==> src/rtl/core/bas_pkg.sv <==
// Shared constants, types and helper functions of the barcode alignment sequencer.
package bas_pkg;

  // Field and datapath widths.
  localparam int HEIGHT_BITS    = 12;
  localparam int RATIO_BITS     = 10;
  localparam int FRAC_BITS      = 14;
  localparam int ANGLE_BITS     = FRAC_BITS + 1;
  localparam int PITCH_BITS     = 16;
  localparam int COUNT_BITS     = 8;
  localparam int MODE_BITS      = 3;
  localparam int RATE_BITS      = 15;
  localparam int IFT_BITS       = 16;
  localparam int CFG_INDEX_BITS = 2;
  localparam int CFG_DATA_BITS  = 16;
  localparam int XY_BITS        = FRAC_BITS + 4;
  localparam int Z_BITS         = FRAC_BITS + 3;
  localparam int CORDIC_STEPS   = 14;
  localparam int STEP_BITS      = 4;

  // Angle and pitch constants.
  localparam logic [ANGLE_BITS-1:0]        TILT_MAX   = ANGLE_BITS'(25736);
  localparam logic signed [PITCH_BITS-1:0] PITCH_DOWN = -PITCH_BITS'(23040);
  localparam logic [COUNT_BITS-1:0]        COUNT_MAX  = {COUNT_BITS{1'b1}};

  // Operating modes.
  localparam logic [MODE_BITS-1:0] MODE_OFF   = 3'd0;
  localparam logic [MODE_BITS-1:0] MODE_FIND  = 3'd1;
  localparam logic [MODE_BITS-1:0] MODE_LEARN = 3'd2;
  localparam logic [MODE_BITS-1:0] MODE_BACK  = 3'd3;
  localparam logic [MODE_BITS-1:0] MODE_RECT  = 3'd4;

  // Configuration register indexes.
  localparam logic [CFG_INDEX_BITS-1:0] REG_REQUIRED_COUNT = 2'd0;
  localparam logic [CFG_INDEX_BITS-1:0] REG_ANGLE_TOL      = 2'd1;
  localparam logic [CFG_INDEX_BITS-1:0] REG_MOVE_RATE      = 2'd2;
  localparam logic [CFG_INDEX_BITS-1:0] REG_INV_FRAME_TIME = 2'd3;

  // Register values after reset.
  localparam logic [COUNT_BITS-1:0] RESET_REQUIRED_COUNT = 8'd3;
  localparam logic [ANGLE_BITS-1:0] RESET_ANGLE_TOL      = 15'd1144;
  localparam logic [RATE_BITS-1:0]  RESET_MOVE_RATE      = 15'd256;
  localparam logic [IFT_BITS-1:0]   RESET_INV_FRAME_TIME = 16'd7680;

  // Request from the sequencer to the tilt unit.
  typedef struct packed {
    logic                   start;
    logic [HEIGHT_BITS-1:0] height;
    logic [HEIGHT_BITS-1:0] peak;
  } tilt_req_t;

  // Answer of the tilt unit.
  typedef struct packed {
    logic                  done;
    logic [ANGLE_BITS-1:0] tilt;
  } tilt_rsp_t;

  // Arctangent of 2^-i in radians Q2.14.
  function automatic logic [Z_BITS-1:0] atan_entry(input logic [STEP_BITS-1:0] i);
    logic [Z_BITS-1:0] a;
    case (i)
      4'd0:    a = Z_BITS'(12868);
      4'd1:    a = Z_BITS'(7596);
      4'd2:    a = Z_BITS'(4014);
      4'd3:    a = Z_BITS'(2037);
      4'd4:    a = Z_BITS'(1023);
      4'd5:    a = Z_BITS'(512);
      4'd6:    a = Z_BITS'(256);
      4'd7:    a = Z_BITS'(128);
      4'd8:    a = Z_BITS'(64);
      4'd9:    a = Z_BITS'(32);
      4'd10:   a = Z_BITS'(16);
      4'd11:   a = Z_BITS'(8);
      4'd12:   a = Z_BITS'(4);
      4'd13:   a = Z_BITS'(2);
      default: a = '0;
    endcase
    return a;
  endfunction

  // Arithmetic right shift that rounds toward zero.
  function automatic logic signed [XY_BITS-1:0] shr_tz(input logic signed [XY_BITS-1:0] v,
                                                        input logic [STEP_BITS-1:0] s);
    logic [XY_BITS-1:0] mag;
    mag = v[XY_BITS-1] ? XY_BITS'(-v) : XY_BITS'(v);
    mag = mag >> s;
    return v[XY_BITS-1] ? -$signed(mag) : $signed(mag);
  endfunction

endpackage

==> src/rtl/core/bas_tilt.sv <==
// Iterative tilt unit: ratio division, square root and vectoring CORDIC on one step datapath.
module bas_tilt (
  input  logic               clk,
  input  logic               rst,
  input  bas_pkg::tilt_req_t req,
  output bas_pkg::tilt_rsp_t rsp
);
  import bas_pkg::*;

  localparam int XS_BITS   = FRAC_BITS + 1;
  localparam int SQ_BITS   = 2 * XS_BITS;
  localparam int ROOT_BITS = 2 * FRAC_BITS + 1;
  localparam int REM_BITS  = HEIGHT_BITS + 1;

  localparam logic [2:0] PH_IDLE   = 3'd0;
  localparam logic [2:0] PH_DIV    = 3'd1;
  localparam logic [2:0] PH_SQR    = 3'd2;
  localparam logic [2:0] PH_ROOT   = 3'd3;
  localparam logic [2:0] PH_CORDIC = 3'd4;
  localparam logic [2:0] PH_DONE   = 3'd5;

  localparam logic [SQ_BITS-1:0]   ONE_SQ    = SQ_BITS'(1) << (2 * FRAC_BITS);
  localparam logic [ROOT_BITS-1:0] ROOT_TOP  = ROOT_BITS'(1) << (2 * FRAC_BITS);
  localparam logic [RATIO_BITS:0]  RATIO_ONE = (RATIO_BITS + 1)'(1) << RATIO_BITS;

  logic [2:0]                 phase;
  logic [STEP_BITS-1:0]       step;
  logic [HEIGHT_BITS-1:0]     peak;
  logic [REM_BITS-1:0]        rem;
  logic [RATIO_BITS:0]        quo;
  logic [ROOT_BITS-1:0]       v;
  logic [SQ_BITS-1:0]         r;
  logic [ROOT_BITS-1:0]       bitv;
  logic signed [XY_BITS-1:0]  x;
  logic signed [XY_BITS-1:0]  y;
  logic signed [Z_BITS-1:0]   z;

  logic [REM_BITS-1:0]        rem2;
  logic                       div_take;
  logic [XS_BITS-1:0]         xs;
  logic [SQ_BITS-1:0]         xs_sq;
  logic [SQ_BITS-1:0]         root_sum;
  logic                       root_take;
  logic [SQ_BITS-1:0]         r_next;
  logic signed [XY_BITS-1:0]  dx;
  logic signed [XY_BITS-1:0]  dy;
  logic signed [Z_BITS-1:0]   da;

  // One restoring division step.
  assign rem2     = {rem[REM_BITS-2:0], 1'b0};
  assign div_take = rem2 >= REM_BITS'(peak);

  // Ratio scaled to Q.14 and its square.
  assign xs    = XS_BITS'(quo) << (FRAC_BITS - RATIO_BITS);
  assign xs_sq = xs * xs;

  // One square root step.
  assign root_sum  = r + SQ_BITS'(bitv);
  assign root_take = SQ_BITS'(v) >= root_sum;
  assign r_next    = root_take ? (r >> 1) + SQ_BITS'(bitv) : (r >> 1);

  // One CORDIC rotation step.
  assign dx = shr_tz(y, step);
  assign dy = shr_tz(x, step);
  assign da = $signed(atan_entry(step));

  // Step sequencer.
  always_ff @(posedge clk) begin
    if (rst) begin
      phase    <= PH_IDLE;
      step     <= '0;
      rsp.done <= 1'b0;
    end else begin
      rsp.done <= 1'b0;
      case (phase)
        PH_IDLE: begin
          if (req.start) begin
            peak <= req.peak;
            rem  <= REM_BITS'(req.height);
            step <= '0;
            if (req.peak == '0 || req.height >= req.peak) begin
              quo   <= RATIO_ONE;
              phase <= PH_SQR;
            end else begin
              quo   <= '0;
              phase <= PH_DIV;
            end
          end
        end
        PH_DIV: begin
          rem  <= div_take ? rem2 - REM_BITS'(peak) : rem2;
          quo  <= {quo[RATIO_BITS-1:0], div_take};
          step <= step + 1'b1;
          if (step == STEP_BITS'(RATIO_BITS - 1)) begin
            phase <= PH_SQR;
          end
        end
        PH_SQR: begin
          v     <= ROOT_BITS'(ONE_SQ - xs_sq);
          r     <= '0;
          bitv  <= ROOT_TOP;
          x     <= $signed(XY_BITS'(xs));
          phase <= PH_ROOT;
        end
        PH_ROOT: begin
          if (root_take) begin
            v <= ROOT_BITS'(SQ_BITS'(v) - root_sum);
          end
          r    <= r_next;
          bitv <= bitv >> 2;
          if (bitv[0]) begin
            y     <= $signed(XY_BITS'(r_next[FRAC_BITS:0]));
            z     <= '0;
            step  <= '0;
            phase <= PH_CORDIC;
          end
        end
        PH_CORDIC: begin
          if (y > 0) begin
            x <= x + dx;
            y <= y - dy;
            z <= z + da;
          end else if (y < 0) begin
            x <= x - dx;
            y <= y + dy;
            z <= z - da;
          end
          step <= step + 1'b1;
          if (step == STEP_BITS'(CORDIC_STEPS - 1)) begin
            phase <= PH_DONE;
          end
        end
        PH_DONE: begin
          if (z < 0) begin
            rsp.tilt <= '0;
          end else if (z > $signed(Z_BITS'(TILT_MAX))) begin
            rsp.tilt <= TILT_MAX;
          end else begin
            rsp.tilt <= z[ANGLE_BITS-1:0];
          end
          rsp.done <= 1'b1;
          phase    <= PH_IDLE;
        end
        default: begin
          phase <= PH_IDLE;
        end
      endcase
    end
  end

endmodule

==> src/rtl/core/barcode_align_sequencer_unit.sv <==
// Top level of the barcode alignment sequencer: mode control, rate update and result port.
//
//  Channel   Signals                                             Direction
//  input     in_valid, in_ready, operation, detected, box_height request in
//  output    out_valid, out_ready, pitch_command, last_of_run,   request out
//            mode_after
//  config    cfg_write, cfg_index, cfg_data                      write only
//
// Toggle and off frames show no result. A searching frame shows its result in the
// cycle after acceptance, a detected rectifying frame after load, 10 division
// steps, squaring, 15 square root steps, 14 CORDIC steps and a clamp in the tilt
// unit, then tilt pickup, multiply and update; a saturated ratio skips the division
// steps, a finishing frame multiply and update. No new request while a result waits.
// Reset is synchronous and loads the register defaults and the off mode; a stalled
// output holds its result, and a two-result frame shows them in order.
module barcode_align_sequencer_unit (
  input  logic                                     clk,
  input  logic                                     rst,
  input  logic                                     in_valid,
  output logic                                     in_ready,
  input  logic                                     operation,
  input  logic                                     detected,
  input  logic [bas_pkg::HEIGHT_BITS-1:0]          box_height,
  output logic                                     out_valid,
  input  logic                                     out_ready,
  output logic signed [bas_pkg::PITCH_BITS-1:0]    pitch_command,
  output logic                                     last_of_run,
  output logic [bas_pkg::MODE_BITS-1:0]            mode_after,
  input  logic                                     cfg_write,
  input  logic [bas_pkg::CFG_INDEX_BITS-1:0]       cfg_index,
  input  logic [bas_pkg::CFG_DATA_BITS-1:0]        cfg_data
);
  import bas_pkg::*;

  localparam int DIFF_BITS = ANGLE_BITS + 1;
  localparam int PROD_BITS = 2 * (IFT_BITS + 1);
  localparam int QMAG_BITS = PROD_BITS - FRAC_BITS;

  localparam logic [2:0] ST_IDLE   = 3'd0;
  localparam logic [2:0] ST_TILT   = 3'd1;
  localparam logic [2:0] ST_MUL    = 3'd2;
  localparam logic [2:0] ST_UPD    = 3'd3;
  localparam logic [2:0] ST_SECOND = 3'd4;

  localparam logic [QMAG_BITS-1:0] POS_LIMIT = QMAG_BITS'(32767);
  localparam logic [QMAG_BITS-1:0] NEG_LIMIT = QMAG_BITS'(32768);

  // Configuration registers.
  logic [COUNT_BITS-1:0] required_count;
  logic [ANGLE_BITS-1:0] angle_tolerance;
  logic [RATE_BITS-1:0]  move_rate;
  logic [IFT_BITS-1:0]   inverse_frame_time;

  // Sequencer state.
  logic [2:0]                    state;
  logic [MODE_BITS-1:0]          mode;
  logic [COUNT_BITS-1:0]         frame_count;
  logic [HEIGHT_BITS-1:0]        peak_height;
  logic [ANGLE_BITS-1:0]         previous_tilt;
  logic signed [PITCH_BITS-1:0]  rate_estimate;
  logic signed [DIFF_BITS-1:0]   tilt_diff;
  logic signed [PROD_BITS-1:0]   product;

  tilt_req_t tilt_req;
  tilt_rsp_t tilt_rsp;

  logic                          accept;
  logic signed [PITCH_BITS-1:0]  pos_rate;
  logic signed [PITCH_BITS-1:0]  neg_rate;
  logic [COUNT_BITS-1:0]         count_inc;
  logic [COUNT_BITS-1:0]         tilt_count;
  logic [MODE_BITS-1:0]          frame_mode;
  logic [COUNT_BITS-1:0]         frame_count_new;
  logic [HEIGHT_BITS-1:0]        frame_peak;
  logic signed [PITCH_BITS-1:0]  frame_pitch;
  logic [PROD_BITS-1:0]          prod_mag;
  logic [QMAG_BITS-1:0]          qmag;
  logic                          q_neg;
  logic signed [PITCH_BITS-1:0]  rate_new;

  assign in_ready  = (state == ST_IDLE) && !out_valid;
  assign accept    = in_valid && in_ready;
  assign pos_rate  = $signed({1'b0, move_rate});
  assign neg_rate  = -$signed({1'b0, move_rate});
  assign count_inc = (frame_count == COUNT_MAX) ? frame_count : frame_count + 1'b1;

  // Tilt unit starts on a detected frame while rectifying.
  assign tilt_req.start  = accept && !operation && detected && (mode == MODE_RECT);
  assign tilt_req.height = box_height;
  assign tilt_req.peak   = peak_height;

  bas_tilt u_tilt (
    .clk (clk),
    .rst (rst),
    .req (tilt_req),
    .rsp (tilt_rsp)
  );

  // Frame count after a tilt inside the tolerance.
  assign tilt_count = (tilt_rsp.tilt < angle_tolerance) ? count_inc : frame_count;

  // Mode step for frames that need no tilt.
  always_comb begin
    frame_mode      = mode;
    frame_count_new = frame_count;
    frame_peak      = peak_height;
    frame_pitch     = rate_estimate;
    case (mode)
      MODE_FIND, MODE_BACK: begin
        frame_pitch = (mode == MODE_FIND) ? pos_rate : neg_rate;
        if (!detected) begin
          frame_count_new = '0;
        end else if (count_inc >= required_count) begin
          frame_count_new = '0;
          frame_mode      = (mode == MODE_FIND) ? MODE_LEARN : MODE_RECT;
        end else begin
          frame_count_new = count_inc;
        end
      end
      MODE_LEARN: begin
        frame_pitch = pos_rate;
        if (!detected) begin
          if (count_inc >= required_count) begin
            frame_count_new = '0;
            frame_mode      = MODE_BACK;
          end else begin
            frame_count_new = count_inc;
          end
        end else begin
          frame_count_new = '0;
          if (box_height > peak_height) begin
            frame_peak = box_height;
          end
        end
      end
      default: begin
        frame_pitch = rate_estimate;
      end
    endcase
  end

  // Rate update: truncate the product toward zero, follow the rate sign, saturate.
  assign prod_mag = product[PROD_BITS-1] ? PROD_BITS'(-product) : PROD_BITS'(product);
  assign qmag     = QMAG_BITS'(prod_mag >> FRAC_BITS);
  assign q_neg    = product[PROD_BITS-1] ^ rate_estimate[PITCH_BITS-1];
  always_comb begin
    if (rate_estimate == '0 || qmag == '0) begin
      rate_new = '0;
    end else if (q_neg) begin
      rate_new = (qmag >= NEG_LIMIT) ? $signed(PITCH_BITS'(NEG_LIMIT))
                                     : -$signed(PITCH_BITS'(qmag));
    end else begin
      rate_new = (qmag >= POS_LIMIT) ? $signed(PITCH_BITS'(POS_LIMIT))
                                     : $signed(PITCH_BITS'(qmag));
    end
  end

  // Configuration writes.
  always_ff @(posedge clk) begin
    if (rst) begin
      required_count     <= RESET_REQUIRED_COUNT;
      angle_tolerance    <= RESET_ANGLE_TOL;
      move_rate          <= RESET_MOVE_RATE;
      inverse_frame_time <= RESET_INV_FRAME_TIME;
    end else if (cfg_write) begin
      case (cfg_index)
        REG_REQUIRED_COUNT: required_count     <= cfg_data[COUNT_BITS-1:0];
        REG_ANGLE_TOL:      angle_tolerance    <= cfg_data[ANGLE_BITS-1:0];
        REG_MOVE_RATE:      move_rate          <= cfg_data[RATE_BITS-1:0];
        REG_INV_FRAME_TIME: inverse_frame_time <= cfg_data[IFT_BITS-1:0];
        default: begin
        end
      endcase
    end
  end

  // Main sequencer and result register.
  always_ff @(posedge clk) begin
    if (rst) begin
      state         <= ST_IDLE;
      mode          <= MODE_OFF;
      frame_count   <= '0;
      peak_height   <= '0;
      previous_tilt <= '0;
      rate_estimate <= -$signed({1'b0, RESET_MOVE_RATE});
      out_valid     <= 1'b0;
    end else begin
      if (out_valid && out_ready && state != ST_SECOND) begin
        out_valid <= 1'b0;
      end
      case (state)
        ST_IDLE: begin
          if (accept) begin
            if (operation || mode == MODE_OFF) begin
              frame_count   <= '0;
              peak_height   <= '0;
              previous_tilt <= '0;
              rate_estimate <= neg_rate;
              if (operation) begin
                mode <= (mode == MODE_OFF) ? MODE_FIND : MODE_OFF;
              end
            end else if (mode == MODE_RECT && detected) begin
              state <= ST_TILT;
            end else begin
              mode          <= frame_mode;
              frame_count   <= frame_count_new;
              peak_height   <= frame_peak;
              out_valid     <= 1'b1;
              pitch_command <= frame_pitch;
              last_of_run   <= 1'b1;
              mode_after    <= frame_mode;
            end
          end
        end
        ST_TILT: begin
          if (tilt_rsp.done) begin
            previous_tilt <= tilt_rsp.tilt;
            frame_count   <= tilt_count;
            tilt_diff     <= $signed({1'b0, tilt_rsp.tilt}) - $signed({1'b0, previous_tilt});
            if (tilt_count >= required_count) begin
              mode          <= MODE_OFF;
              out_valid     <= 1'b1;
              pitch_command <= rate_estimate;
              last_of_run   <= 1'b0;
              mode_after    <= MODE_OFF;
              state         <= ST_SECOND;
            end else begin
              state <= ST_MUL;
            end
          end
        end
        ST_MUL: begin
          product <= PROD_BITS'((-(IFT_BITS + 1)'(tilt_diff)) * $signed({1'b0, inverse_frame_time}));
          state   <= ST_UPD;
        end
        ST_UPD: begin
          rate_estimate <= rate_new;
          out_valid     <= 1'b1;
          pitch_command <= rate_estimate;
          last_of_run   <= 1'b1;
          mode_after    <= MODE_RECT;
          state         <= ST_IDLE;
        end
        ST_SECOND: begin
          if (out_ready) begin
            pitch_command <= PITCH_DOWN;
            last_of_run   <= 1'b1;
            state         <= ST_IDLE;
          end
        end
        default: begin
          state <= ST_IDLE;
        end
      endcase
    end
  end

  // The tilt unit answers only while the sequencer waits for it.
  a_tilt_when_waiting: assert property (@(posedge clk) disable iff (rst)
    tilt_rsp.done |-> state == ST_TILT)
    else $error("tilt answer outside of the tilt wait");

  // A tilt never leaves its clamp range.
  a_tilt_range: assert property (@(posedge clk) disable iff (rst)
    tilt_rsp.done |-> tilt_rsp.tilt <= TILT_MAX)
    else $error("tilt above its maximum");

  // The first result of a finishing frame is followed by the pitch-down command.
  a_second_result: assert property (@(posedge clk) disable iff (rst)
    (out_valid && out_ready && !last_of_run) |=>
      (out_valid && last_of_run && pitch_command == PITCH_DOWN && mode_after == MODE_OFF))
    else $error("missing pitch-down result");

  // Only a finishing frame shows a result that is not the last one.
  a_first_is_finish: assert property (@(posedge clk) disable iff (rst)
    (out_valid && !last_of_run) |-> (mode_after == MODE_OFF && mode == MODE_OFF))
    else $error("non-final result outside of a finishing frame");

endmodule

==> config.mk <==
export PLATFORM = sky130hd
export DESIGN_NAME = barcode_align_sequencer_unit
export DESIGN_NICKNAME = d
export VERILOG_FILES = /design/src/rtl/core/bas_pkg.sv /design/src/rtl/core/bas_tilt.sv /design/src/rtl/core/barcode_align_sequencer_unit.sv
export SDC_FILE = /design/constraint.sdc
export NUM_CORES = 2
export LEC_CHECK = 0
export BUFFER_PORTS_ARGS = -buffer_cell sky130_fd_sc_hd__buf_2
export CORE_ASPECT_RATIO = 1.5
export CORE_MARGIN = 1.5
export CORE_UTILIZATION = 60
export CTS_CLUSTER_DIAMETER = 30
export DETAILED_ROUTE_END_ITERATION = 7
export HOLD_SLACK_MARGIN = 0.02
export PLACE_DENSITY_LB_ADDON = 0.25
export SYNTH_ARGS = -nofsm -noshare
export SYNTH_HDL_FRONTEND = slang
export SYNTH_SLANG_ARGS = --single-unit
==> constraint.sdc <==
create_clock -name clk -period 8.6 [get_ports clk]
set_clock_uncertainty 0.1 [all_clocks]
set_input_delay 2.58 -clock clk [delete_from_list [all_inputs] [get_ports clk]]
set_output_delay 2.58 -clock clk [all_outputs]
set_load 0.01 [all_outputs]
After elaboration in Yosys (flattened, before gate mapping) --
Memory sizes are Yosys's and may differ from the RTL's. A register that Yosys moved wholly into a read port is not among the register bits. Index checks and enable logic that the tools add are counted.
Storage, ports and cells: bits in registers 381, memory bits (read-only) 224, input port bits 37, output and inout port bits 22, word-level logic and storage cells 283, memories 1
Memories:
- (no name shown) | words 16, bits a word 14, read ports 1, clocked after Yosys merged registers in 1, wr ports 0, RTL line bas_pkg.sv:61 | case (i)
Operators by class: $add $sub $neg 22, multiply operators 2, magnitude comparators 13, equality and inequality tests 38, shift operators 2, multiplexer cells 115, bitwise operators 2, reduce and logical (&&, ||, !) cells 58
Operator list (number):
- 16-bit 2-to-1 mux | 14
- 18-bit 2-to-1 mux | 9
- 29-bit one-hot mux with 2 select lines | 2
- 12-bit 2-to-1 mux | 7
- 15-bit 2-to-1 mux | 5
- 8-bit 2-to-1 mux | 9
- 18-bit negation | 4
- 18-bit one-hot mux with 2 select lines | 2
- 3-bit 2-to-1 mux | 23
- 16-bit one-hot mux with 2 select lines | 2
- 16-bit one-hot mux with 4 select lines | 1
- 30-bit one-hot mux with 2 select lines | 1
- 17-bit 2-to-1 mux | 3
- 18-bit adder | 2
- 18-bit by 4-bit >> shifter with 18-bit output | 2
- 18-bit subtractor | 2
- 34-bit by 17-bit multiplier with 34-bit output | 1
- 34-bit 2-to-1 mux | 1
- 16-bit negation with 34-bit output | 1
- 34-bit negation | 1
- 17-bit one-hot mux with 2 select lines | 1
- 8-bit one-hot mux with 2 select lines | 2
- 29-bit by 29-bit adder with 30-bit output | 1
- 30-bit by 29-bit adder with 30-bit output | 1
- other kinds (72) | 155

Longest topological paths before layout --
depth in word-level cells 10, depth in mapped cells 33, gate-level depth less buffers 30

Cells and area by module --
Synthesis repeated with hierarchy kept, for this count alone.
Second synthesis, totals: cells, all modules 5407, area total of the unflattened synthesis 46006.6 µm²
Modules (own cells, without submodules):
- barcode_align_sequencer_unit | instances 1, cells an instance 2761, area each 23578.9 µm², sequential area each 4344.2 µm²
- bas_tilt | instances 1, cells an instance 2646, area each 22427.8 µm², sequential area each 5755.5 µm²

Worst setup path before layout --
Ideal clock, no wire load.
path type register to register, start point register tilt_diff[5], end point register product[33] (data pin), library setup time 0.260 ns, arrival 7.325 ns, data required time 8.240 ns, slack 0.915 ns, stages on the path, launching flop included 30, path buffers 2, period minus slack after synthesis 7.685 ns, cell sequence edfxtp_1 > nor4_1 > nand3_1 > or3_1 > clkbuf_1 > ha_1 > clkbuf_1 > nand2b_1 > fa_1 > fa_1 > fa_1 > inv_1 > fa_1 > fa_1 > inv_1 > fa_1 > inv_1 > ha_1 > a21o_1 > a21oi_1 > o21bai_1 > a21oi_1 > nor2b_1 > a31oi_1 > nand3_1 > a31oi_1 > a211oi_1 > a21o_1 > a21oi_1 > xnor2_1
Between the ends: word-level cells in the longest chain between the ends 2
Ends and longest elaborated chain:
- start, declared | RTL line barcode_align_sequencer_unit.sv:61 | logic signed [DIFF_BITS-1:0] tilt_diff;
- start signal, assigned | RTL line barcode_align_sequencer_unit.sv:219 | tilt_diff <= $signed({1'b0, tilt_rsp.tilt}) - $signed({1'b0, previous_tilt});
- 16-bit negation with 34-bit output | RTL line barcode_align_sequencer_unit.sv:233 | product <= PROD_BITS'((-(IFT_BITS + 1)'(tilt_diff)) * $signed({1'b0, inverse_frame_time}));
- 34-bit by 17-bit multiplier with 34-bit output | RTL line barcode_align_sequencer_unit.sv:233
- end signal, assigned | RTL line barcode_align_sequencer_unit.sv:233
- end, declared | RTL line barcode_align_sequencer_unit.sv:62 | logic signed [PROD_BITS-1:0] product;
Every way passes these cells. A chain may end at the register's enable or synchronous reset.

Final worst setup path --
start point register tilt_diff[6], end point register product[33] (data pin)
Same word-level chain as after synthesis.

==> flow_summary.ini <==
[worst_setup_path]
cp.required_ns = 8.85
cpPeakStageDelay_ns = 0.54
path_buf_inv = 3
slowest_stage = fa_1
crit_path_end_kind = register
crit_type = register to register
startpoint_type = register
crit_family = adder cells
arrival_ns = 8.51
critPathMaxFanout = 5
crit_path_frequent_cell = fa_1

[pwr]
power_frac_comb = 0.580
ir_worst_vdd_v = 0.000830
power.leakage_nw = 21.9
internal_power_mw = 7.88
swShare = 0.440
finalPower_mw = 14.1
seq_power_share = 0.182
p_switching_mw = 6.20
pwr-share-clk = 0.238
p_per_area_nw_per_um2 = 282

[timing]
fmax_ghz = 0.121
tns_ns = 0
worst_slack_ns = 0.343
slew_headroom = 0.252
finalHoldViolCount = 0
worstMarginPinSlew_ns = 1.12
setup_viol = 0
period_minus_slack_ns = 8.26
hold_slack_ns = 0.352
slew_viol_final = 0
finalCritPeriodShare = 0.960

[clock_network]
cts_buffers = 85
cts_tree = built
cts.clk_slew.worst_paths_ns = 0.05
cts_max_level = 3
clock_sinks = 381
cts-resized-gates = 0
clk_latency_ns = 0.66
cts_hold_buf = 0
clockBufferDepth = 3
cts-root-buf = clkbuf_16
cts_setup_buffers = 0

[synthesis]
synth_edf_count = 247
synthesis.nets = 6196
synth.yosys.seq_area_share = 0.221
synth_area_um2 = 45700
syn_avg_cell_area_um2 = 8.43
ys_async_sr_fraction = 0
synth_cell_type_count = 93
synthFlopType = edfxtp_1
yosysWarnings = 0
synthesis.instances = 5421
yosys_register_bits = 381

[flow_run]
cap_viol_max_count = 0

[global_route]
antenna_found_initial = 0
grt_pass1_vias = 39800
grt-ovfl-total = 0
grt_use_total = 0.331
grt_max_degree = 70
grt_pass1_wl_mm = 205
use_met1 = 0.339
busiest_layer = met2
use_met3 = 0.0373
use_met2 = 0.614

[final_layout]
final_nets = 6152
seq_area_um2 = 10100
drive_gt1_frac = 0.0730
num-fill-cells = 6107
final_common_cell = inv_1
multi_input_area_um2 = 31800
mostFrequentLayoutCells = 774 x inv_1, 607 x nand2_1, 402 x fa_1
final_util = 0.663
syn2layout_area_growth_pct = 9.14
n_antenna_cell = 0

[worst_hold_path]
hold_path.class = register to register

[die]
design.die.area_um2 = 77900
core_um2 = 75300
num_rows = 123
dieWidth_um = 228
start_util = 0.607
die_y_um = 341
ios = 59

[routing]
ant_nets = 0
wl_mm = 129
drtPass1Iterations = 8
remaining_drc_errors = 0
viasPerCell = 6.06
drtIter0Drc = 2870
wl_per_cell_um = 20.0
vias = 39100

[placed_design]
pre_cts_slack_ns = 0.170
io_buffers = 58
hpwlAfterDp_mm = 99.6
routabilityCongestion = 0.973

[run_status]
status = finished, final reports clean
final timing paths:
path | startpoint | to | slack [ns] | cells after the start
setup / recovery | tilt_diff[6] | product[33] | 0.34 | 27
hold / removal | previous_tilt[14] | previous_tilt[14] | 0.35 | 2
hold reg to reg | previous_tilt[14] | previous_tilt[14] | 0.35 | 2
setup reg to reg | tilt_diff[6] | product[33] | 0.34 | 27
power by group through the flow:
stage	combinational, mW	clock [mW]	sequential [mW]
floorplan	6.29	0	2.47
global placement	7.90	0	2.58
detailed placement	8.10	0	2.58
finish	8.17	3.35	2.56
global route	9.22	3.45	2.57
CTS	8.17	3.37	2.55
logic make-up after synthesis:
kind of cell	after synthesis	share of synthesized area
compound gates	1050	0.149
xor+xnor	340	0.0651
fa+ha+maj	738	0.268
buf+inv	1040	0.0859
flops	381	0.221
mux	77	0.0198
simple gates	1795	0.191
state kept, by name, summed over array words and instances, names as in the netlist, 16 cells and up:
name and cells:
u_tilt.v 29, u_tilt.x 18, rate_estimate 16, u_tilt.rsp 16
product 34, tilt_diff 16, u_tilt.y 18, inverse_frame_time 16
u_tilt.z 17, u_tilt.r 30, pitch_command 16
synthesized netlist by cell type, types with 20 or more instances:
| master | instances | area (um2) |
|---|---|---|
| edfxtp_1 | 247 | 7420 |
| buf_1 | 22 | 82.6 |
| nand4_1 | 31 | 194 |
| and3_1 | 58 | 363 |
| mux2_2 | 27 | 304 |
| and2_1 | 210 | 1310 |
| o31ai_1 | 36 | 270 |
| nor4_1 | 36 | 225 |
| a21boi_0 | 20 | 150 |
| ha_1 | 336 | 4200 |
| o21ai_0 | 243 | 1220 |
| o21bai_1 | 22 | 165 |
| a31oi_1 | 50 | 313 |
| mux2i_1 | 42 | 420 |
| o21a_1 | 22 | 165 |
| a21oi_1 | 287 | 1440 |
| xor2_1 | 140 | 1230 |
| nand3_1 | 108 | 541 |
| nor2_1 | 368 | 1380 |
| dfxtp_1 | 134 | 2680 |
| nor3_1 | 97 | 485 |
| a221oi_1 | 22 | 193 |
| o211ai_1 | 31 | 233 |
| a21o_1 | 74 | 556 |
| nor2b_1 | 59 | 369 |
| nand2_1 | 608 | 2280 |
| or2_2 | 25 | 156 |
| nand2b_1 | 55 | 344 |
| xnor2_1 | 200 | 1750 |
| a211oi_1 | 44 | 330 |
| clkbuf_1 | 229 | 860 |
| fa_1 | 402 | 8050 |
| inv_1 | 775 | 2910 |
| or3_1 | 45 | 282 |
worst min-delay path, delay by kind of cell (launching register included):
kind | cells | cell delay [ns]
AO/OA/AOI/OAI | 1 | 0.05
AND/OR/NAND/NOR | 1 | 0.05
flip-flops | 1 | 0.30
area by class of cell:
cell class,count,area share
clock buffers,104,0.0466
multi-input cells,4000,0.638
well taps,1000,0.0251
inverters,778,0.0585
flip-flops and latches,381,0.202
clock inverters,55,0.0128
repair buffers,131,0.0169
routing by layer:
layer | share of wire | vias to the layer above
met5 | 0 | -
met4 | 0.087 | 0
met3 | 0.049 | 545
met2 | 0.52 | 1457
met1 | 0.34 | 18900
li1 | - | 18200
through the flow:
| stage | instances | instance area [um2] |
|---|---|---|
| after global placement | 6290 | 46900 |
| after floorplan | 5421 | 45700 |
| after CTS | 6449 | 49900 |
| after detailed placement | 6290 | 46900 |
| final | 6449 | 49900 |
| after global routing | 6449 | 49900 |
(Power assumes the default switching activity.)
